===== config.mk =====
export PLATFORM = sky130hd
export DESIGN_NAME = sensor_frame_deframer_top
export DESIGN_NICKNAME = d
export VERILOG_FILES = /design/src/sfd_pkg.sv /design/src/sfd_parse.sv /design/src/sensor_frame_deframer_top.sv
export SDC_FILE = /design/constraint.sdc
export NUM_CORES = 1
export LEC_CHECK = 0
export BUFFER_PORTS_ARGS = -buffer_cell sky130_fd_sc_hd__clkbuf_2
export CAP_MARGIN = 20
export CORE_MARGIN = 4
export CORE_UTILIZATION = 40
export DETAILED_ROUTE_END_ITERATION = 16
export PLACE_DENSITY = 0.65
export SKIP_CTS_REPAIR_TIMING = 1
export SYNTH_ARGS = -nofsm -noshare
export SYNTH_HDL_FRONTEND = slang
export SYNTH_HIERARCHICAL = 1
export SYNTH_SLANG_ARGS = --single-unit

===== constraint.sdc =====
create_clock -name clock -period 4.8 [get_ports clock]
set_input_delay 0.72 -clock clock [delete_from_list [all_inputs] [get_ports clock]]
set_output_delay 0.72 -clock clock [all_outputs]
set_load 0.01 [all_outputs]

===== src/sfd_pkg.sv =====
// Package for the sensor frame deframer: status codes, frame byte
// positions and the result record shared by the parser and the top level.
// No dependencies.
`default_nettype none

package sfd_pkg;

   // Frame status codes
   localparam logic [1:0] STATUS_WORKING    = 2'd0;
   localparam logic [1:0] STATUS_DONE       = 2'd1;
   localparam logic [1:0] STATUS_CHECK_ERR  = 2'd2;
   localparam logic [1:0] STATUS_MISALIGNED = 2'd3;

   // Header reset value
   localparam logic [7:0] HEADER_RESET = 8'h2A;

   // Byte positions within a frame, header counted as position one
   localparam logic [2:0] POS_HEADER = 3'd1;
   localparam logic [2:0] POS_ID     = 3'd2;
   localparam logic [2:0] POS_HIGH   = 3'd3;
   localparam logic [2:0] POS_LOW    = 3'd4;
   localparam logic [2:0] POS_CHECK  = 3'd5;

   // One result item
   typedef struct packed {
      logic [1:0]  frame_status;
      logic [7:0]  device_id;
      logic [15:0] measurement;
   } result_type;

endpackage

`default_nettype wire


===== src/sfd_parse.sv =====
// Frame parser: hunt/frame state, held id and measurement bytes, and the
// per-byte result. Depends on sfd_pkg.
`default_nettype none

module sfd_parse (
   input  wire logic               clock,
   input  wire logic               reset,
   input  wire logic               accept,
   input  wire logic [7:0]         rx_byte,
   input  wire logic [7:0]         header_byte,
   output sfd_pkg::result_type     result
);

   logic       in_frame_ff,   in_frame_in;
   logic [2:0] byte_index_ff, byte_index_in;
   logic [7:0] id_hold_ff,    id_hold_in;
   logic [7:0] high_hold_ff,  high_hold_in;
   logic [7:0] low_hold_ff,   low_hold_in;

   logic [2:0] next_index;
   logic [7:0] part_sum;
   logic [7:0] full_sum;

   assign next_index = byte_index_ff + 3'd1;
   assign part_sum   = header_byte + id_hold_ff + high_hold_ff;
   assign full_sum   = part_sum + low_hold_ff;

   // Decode the byte against the current frame position
   always_comb begin
      in_frame_in   = in_frame_ff;
      byte_index_in = byte_index_ff;
      id_hold_in    = id_hold_ff;
      high_hold_in  = high_hold_ff;
      low_hold_in   = low_hold_ff;
      result        = '0;
      result.frame_status = sfd_pkg::STATUS_WORKING;

      if (!in_frame_ff) begin
         // hunt: drop everything but the header
         if (rx_byte == header_byte) begin
            in_frame_in   = 1'b1;
            byte_index_in = sfd_pkg::POS_HEADER;
         end
      end else begin
         byte_index_in = next_index;
         unique case (next_index)
            sfd_pkg::POS_ID: begin
               id_hold_in = rx_byte;
            end
            sfd_pkg::POS_HIGH: begin
               high_hold_in = rx_byte;
            end
            sfd_pkg::POS_LOW: begin
               low_hold_in = rx_byte;
            end
            sfd_pkg::POS_CHECK: begin
               if (full_sum == rx_byte) begin
                  result.frame_status = sfd_pkg::STATUS_DONE;
                  result.device_id    = id_hold_ff;
                  result.measurement  = {high_hold_ff, low_hold_ff};
               end else if (rx_byte == header_byte && part_sum == low_hold_ff) begin
                  result.frame_status = sfd_pkg::STATUS_MISALIGNED;
               end else begin
                  result.frame_status = sfd_pkg::STATUS_CHECK_ERR;
               end
               in_frame_in   = 1'b0;
               byte_index_in = 3'd0;
            end
            default: begin
               // position outside the frame: end it as misaligned
               result.frame_status = sfd_pkg::STATUS_MISALIGNED;
               in_frame_in   = 1'b0;
               byte_index_in = 3'd0;
            end
         endcase
      end
   end

   // Advance the parser state on each accepted item
   always_ff @(posedge clock) begin
      if (reset) begin
         in_frame_ff   <= 1'b0;
         byte_index_ff <= 3'd0;
         id_hold_ff    <= 8'd0;
         high_hold_ff  <= 8'd0;
         low_hold_ff   <= 8'd0;
      end else if (accept) begin
         in_frame_ff   <= in_frame_in;
         byte_index_ff <= byte_index_in;
         id_hold_ff    <= id_hold_in;
         high_hold_ff  <= high_hold_in;
         low_hold_ff   <= low_hold_in;
      end
   end

endmodule

`default_nettype wire


===== src/sensor_frame_deframer_top.sv =====
// Top level of the sensor frame deframer: header register, input handshake
// and the result register. Depends on sfd_pkg and sfd_parse.
//
// Usage:
//   req_* carries one received serial byte per item (valid/ready).
//   rsp_* returns exactly one result item per accepted byte: a status
//   (working, done, checksum error, misaligned) with the device id and
//   16-bit measurement, both zero unless the status is done.
//   csr_wr_en/csr_wr_data write the header byte; write only while idle.
// Timing:
//   The result of a byte is in the result register in the cycle after the
//   byte is accepted. One byte per cycle is sustained while rsp_ready
//   stays high: the parse is one short decode and an 8-bit sum of four
//   bytes between the parser state and the result register.
// Reset:
//   Synchronous, active high. The parser returns to header hunting, the
//   held bytes clear, the header byte becomes 0x2A and no result is held.
// Stall:
//   A held result stays put while rsp_ready is low; req_ready drops only
//   when a result is held and not taken in that cycle.
`default_nettype none

module sensor_frame_deframer_top (
   input  wire logic        clock,
   input  wire logic        reset,
   // input channel
   input  wire logic        req_valid,
   output logic             req_ready,
   input  wire logic [7:0]  req_rx_byte,
   // result channel
   output logic             rsp_valid,
   input  wire logic        rsp_ready,
   output logic [1:0]       rsp_frame_status,
   output logic [7:0]       rsp_device_id,
   output logic [15:0]      rsp_measurement,
   // configuration
   input  wire logic        csr_wr_en,
   input  wire logic [7:0]  csr_wr_data
);

   logic [7:0]          header_byte_ff;
   logic                rsp_valid_ff, rsp_valid_in;
   sfd_pkg::result_type rsp_ff;
   sfd_pkg::result_type parse_result;
   logic                accept;

   // Take a byte whenever the result register is free or being drained
   assign req_ready = !rsp_valid_ff || rsp_ready;
   assign accept    = req_valid && req_ready;

   // Hold the header byte
   always_ff @(posedge clock) begin
      if (reset) begin
         header_byte_ff <= sfd_pkg::HEADER_RESET;
      end else if (csr_wr_en) begin
         header_byte_ff <= csr_wr_data;
      end
   end

   sfd_parse u_parse (
      .clock       (clock),
      .reset       (reset),
      .accept      (accept),
      .rx_byte     (req_rx_byte),
      .header_byte (header_byte_ff),
      .result      (parse_result)
   );

   // Result register valid flag
   assign rsp_valid_in = accept || (rsp_valid_ff && !rsp_ready);

   always_ff @(posedge clock) begin
      if (reset) begin
         rsp_valid_ff <= 1'b0;
      end else begin
         rsp_valid_ff <= rsp_valid_in;
      end
   end

   // Load the result payload on accept
   always_ff @(posedge clock) begin
      if (accept) begin
         rsp_ff <= parse_result;
      end
   end

   assign rsp_valid        = rsp_valid_ff;
   assign rsp_frame_status = rsp_ff.frame_status;
   assign rsp_device_id    = rsp_ff.device_id;
   assign rsp_measurement  = rsp_ff.measurement;

endmodule

`default_nettype wire


==> summary.txt <==
Clock tree
  • Number of buffers between clock root and the deepest sink: 2
  • Clock sinks: 63
  • Root cell of the clock tree: sky130_fd_sc_hd__clkbuf_8
  • CTS tree: yes
  • CTS H-tree depth: 3
  • Total CTS buffers: 9
  • Later-pin clock latency in the skew report: between 0.3 and 0.4 ns
  • Clk slew on worst S/H paths: roughly 0.070 ns

STA
  • Crit path time final: ~4.1 ns
  • Clock tree skew after final layout: around 0.011 ns
  • Setup total negative slack: 0 ns
  • Worst slew margin: 34.23%
  • Unrepaired setup endpoints after global routing: false
  • Period utilisation layout: a little under nine tenths
  • Final max-slew violation count: 0
  • Pin slew with the least headroom to its limit: between 0.9 and 1 ns
  • Setup violators final: 0
  • Achievable frequency: ~240 MHz
  • Final Hold Viols: 0

Drt
  • Post-detailed-routing wire length: between 8000 and 9000 µm
  • Wire per inst: ~16 µm
  • Antenna viol nets, final: 0
  • DR iter-0 viols: roughly 150
  • 1st-pass router iterations: 5
  • Drt via density: around 5.4
  • Total vias in the final route: approximately 2.7k
  • Drc violations: 0

Floorplan
  • Overall die area: 0.01086 mm²
  • Die Span Y: roughly 100 µm
  • Core Area: 0.008848 mm²
  • Starting utilization of the core area: 41.84%
  • Die width: 104.2 µm
  • Floorplan row count: 34
  • Io pins: 49

Setup path
  • Critical Setup Path Class: register to register
  • Maximum fanout encountered on the critical timing path: 25
  • Worst path arrival time: 4.23 ns
  • FF-to-FF Start: header_byte_ff[1]
  • Worst-case reg-to-reg path depth: 14
  • Endpoint type of the worst setup path: register
  • Required time at the endpoint of the critical path: 4.91 ns
  • Element type at the critical path start: register
  • Worst R2R Setup Slack: ~0.68 ns
  • Destination of the worst register-to-register timing path: rsp_frame_status[1]

Placement
  • Port Buf Inserts: 48
  • Number of placed cells counting well taps: 491
  • Placed wire-length estimate after detailed placement: 6126 µm
  • Final weighted congestion of routability-driven global placement: about 0.89

Min path
  • Tightest Hold Check Type: register to register
  • Hold Path Cell Cnt: 2
  • Endpoint of the worst hold path: u_parse/id_hold_ff[1]
  • Worst Hold Launch: u_parse/id_hold_ff[1]

Synth
  • Count of distinct cell types in the synthesized netlist: between 50 and 60
  • Largest cells by area after synthesis: sky130_fd_sc_hd__edfxtp_1 (21%), sky130_fd_sc_hd__dfxtp_1 (20%), sky130_fd_sc_hd__nor4_2 (6.8%), sky130_fd_sc_hd__ha_1 (6.1%), sky130_fd_sc_hd__fa_1 (4.9%)
  • Fraction of post-synthesis cell area in the top cell type by area: a little over a fifth
  • FFs w/ async S/R, synth: 0%
  • Syn_area_per_cell: around 11 µm²
  • Number of enable flip-flop cells after synthesis: 26
  • Area leader, netlist: sky130_fd_sc_hd__edfxtp_1
  • Summed instance area of the synthesized netlist: 0.003702 mm²
  • Most used DFF post-synth: sky130_fd_sc_hd__dfxtp_1
  • Number of warning messages in the yosys log: 6
  • Share of synthesized area occupied by flip-flops and latches: roughly 41%
  • Synthesis-stage register bit count: 63
  • Number of standard cells after synthesis: 350
  • Post-synthesis net count: between 300 and 400

Flow run
  • Max-Cap Viols: 0

Power
  • Leakage: approximately 1.6 nW
  • Total power divided by cell area: ~280 mW/mm²
  • Worst VDD drop: 0.0001435 V

Finish
  • Area taken by flip-flops and latches: 0.001521 mm²
  • Area of the multi-input gates: ~0.002 mm²
  • Fill cells: 833
  • Ratio of cells with drive above 1 in the final layout: 24.75%
  • Post-layout net count: 443
  • Commonest cells after routing, fill and taps aside: sky130_fd_sc_hd__clkbuf_2 (48), sky130_fd_sc_hd__nand2_1 (46), sky130_fd_sc_hd__dfxtp_1 (37)
  • Diode count: 0
  • Layout area overhead: 12.54%
  • Most common cell after layout, fill and taps aside: sky130_fd_sc_hd__clkbuf_2
  • Filler-free cell count of the finished design: 508

Global routing
  • Global-route wire length before repair: around 13,000 µm
  • Overall track demand over capacity in global routing: roughly 16%
  • Initial antenna violation count: 0
  • Largest net degree at the start of global routing: 38
  • Global route total overflow: 0
  • Number of global-route vias before repair: around 2.6k

Status
  • Result of the run: complete, no violations
-- where the power goes --
part           switching (mW)  internal [mW]
Clock                   0.212          0.238
Combinational          0.0689         0.0482
Sequential            0.00840          0.571
Total                   0.290          0.857
-- per-layer routing --
| layer | global-route usage [%] | up-vias | share of wire [%] |
|---|---|---|---|
| li1 | - | 1333 | - |
| met1 | 20.70 | 1299 | 46 |
| met2 | 23.21 | 87 | 45 |
| met3 | 5.338 | 13 | 6.6 |
| met4 | 7.028 | 0 | 2.6 |
| met5 | 0 | - | 0 |
-- worst max-delay path, cell delays in order, from the launching register on --
cell                        delay (ns)
sky130_fd_sc_hd__dfxtp_1          0.36
sky130_fd_sc_hd__inv_1            0.08
sky130_fd_sc_hd__fa_1             0.46
sky130_fd_sc_hd__inv_1            0.07
sky130_fd_sc_hd__ha_1             0.15
sky130_fd_sc_hd__inv_1            0.05
sky130_fd_sc_hd__fa_1             0.47
sky130_fd_sc_hd__inv_1            0.04
sky130_fd_sc_hd__ha_1             0.34
sky130_fd_sc_hd__a211oi_1         0.40
sky130_fd_sc_hd__o21ai_0          0.18
sky130_fd_sc_hd__a2111oi_2        0.40
sky130_fd_sc_hd__and4bb_4         0.32
sky130_fd_sc_hd__nand2_4          0.21
sky130_fd_sc_hd__o31a_1           0.35
-- layout make-up --
type / count / area share (%)
clock buffer: 10 / 3.063
clock inverter: 6 / 1.471
inverter: 14 / 1.261
multi-input combinational: 255 / 47.48
sequential: 63 / 36.52
tap: 108 / 3.243
timing repair buffer: 52 / 6.967
-- flip-flops by register name, indices dropped and copies added (netlist names) --
register	cells
rsp_valid	1
u_parse/id_hold_ff	8
header_byte_ff	8
rsp_device_id	8
rsp_frame_status	2
u_parse/high_hold_ff	8
rsp_measurement	16
u_parse/byte_index_ff	3
u_parse/in_frame_ff	1
u_parse/low_hold_ff	8
-- cell usage after synthesis (2+ instances only) --
cell type and count:
sky130_fd_sc_hd__o21ai_0 4, sky130_fd_sc_hd__nand4_1 3, sky130_fd_sc_hd__nor2b_2 2, sky130_fd_sc_hd__xor2_1 7, sky130_fd_sc_hd__ha_1 18, sky130_fd_sc_hd__nand3_1 16, sky130_fd_sc_hd__clkbuf_8 2, sky130_fd_sc_hd__clkbuf_1 7
sky130_fd_sc_hd__nor3_1 2, sky130_fd_sc_hd__a21o_1 2, sky130_fd_sc_hd__nand2_1 46, sky130_fd_sc_hd__inv_1 14, sky130_fd_sc_hd__a211o_1 2, sky130_fd_sc_hd__mux2i_1 14, sky130_fd_sc_hd__nor4_2 20, sky130_fd_sc_hd__nand2b_1 3
sky130_fd_sc_hd__and2_1 4, sky130_fd_sc_hd__xnor2_1 20, sky130_fd_sc_hd__nor2_1 20, sky130_fd_sc_hd__and3_1 2, sky130_fd_sc_hd__xnor2_2 2, sky130_fd_sc_hd__o211ai_1 3, sky130_fd_sc_hd__o21bai_1 2, sky130_fd_sc_hd__fa_1 9
sky130_fd_sc_hd__a21oi_1 27, sky130_fd_sc_hd__a211oi_1 3, sky130_fd_sc_hd__dfxtp_1 37, sky130_fd_sc_hd__buf_6 3, sky130_fd_sc_hd__o21ai_1 2, sky130_fd_sc_hd__edfxtp_1 26, sky130_fd_sc_hd__nor4_1 5
-- worst max path at each step --
stage                           start                  end  slack [ns]  cells after the start
finish              header_byte_ff[1]  rsp_frame_status[1]        0.68                     14
CTS                 header_byte_ff[1]  rsp_frame_status[1]        0.70                     14
global placement    header_byte_ff[1]  rsp_frame_status[1]        0.85                     14
global route        header_byte_ff[1]   rsp_measurement[1]        0.44                     14
detailed placement  header_byte_ff[1]  rsp_frame_status[1]        0.73                     14
floorplan           header_byte_ff[1]     rsp_device_id[0]        1.15                     15
-- stage by stage --
stage / power, mW / setup WS [ns] / util [%] / instance area (µm²) / hold slack [ns]
after CTS: 1.157 / 0.7035 / 46.78 / 4139 / 0.4850
after global placement: 0.7071 / 0.8450 / 44.64 / 3950 / 0.4573
after global routing: 1.194 / 0.4373 / 47.09 / 4167 / 0.5083
after floorplan: 0.6762 / 1.148 / - / 3702 / 0.4496
final: 1.147 / 0.6790 / 47.09 / 4167 / 0.4896
after detailed placement: 0.7097 / 0.7260 / 44.64 / 3950 / 0.4757
-- kinds of logic after synthesis --
kind of cell / synth area share (%)
AOI/OAI and AO/OA: 8.854
xor gates and xnor gates: 8.652
adders and majority gates: 10.95
buffers and inverters: 5.475
DFF: 41.09
muxes: 3.785
and+or+nand+nor: 21.19
No activity file was read; power rests on OpenSTA's default activity.
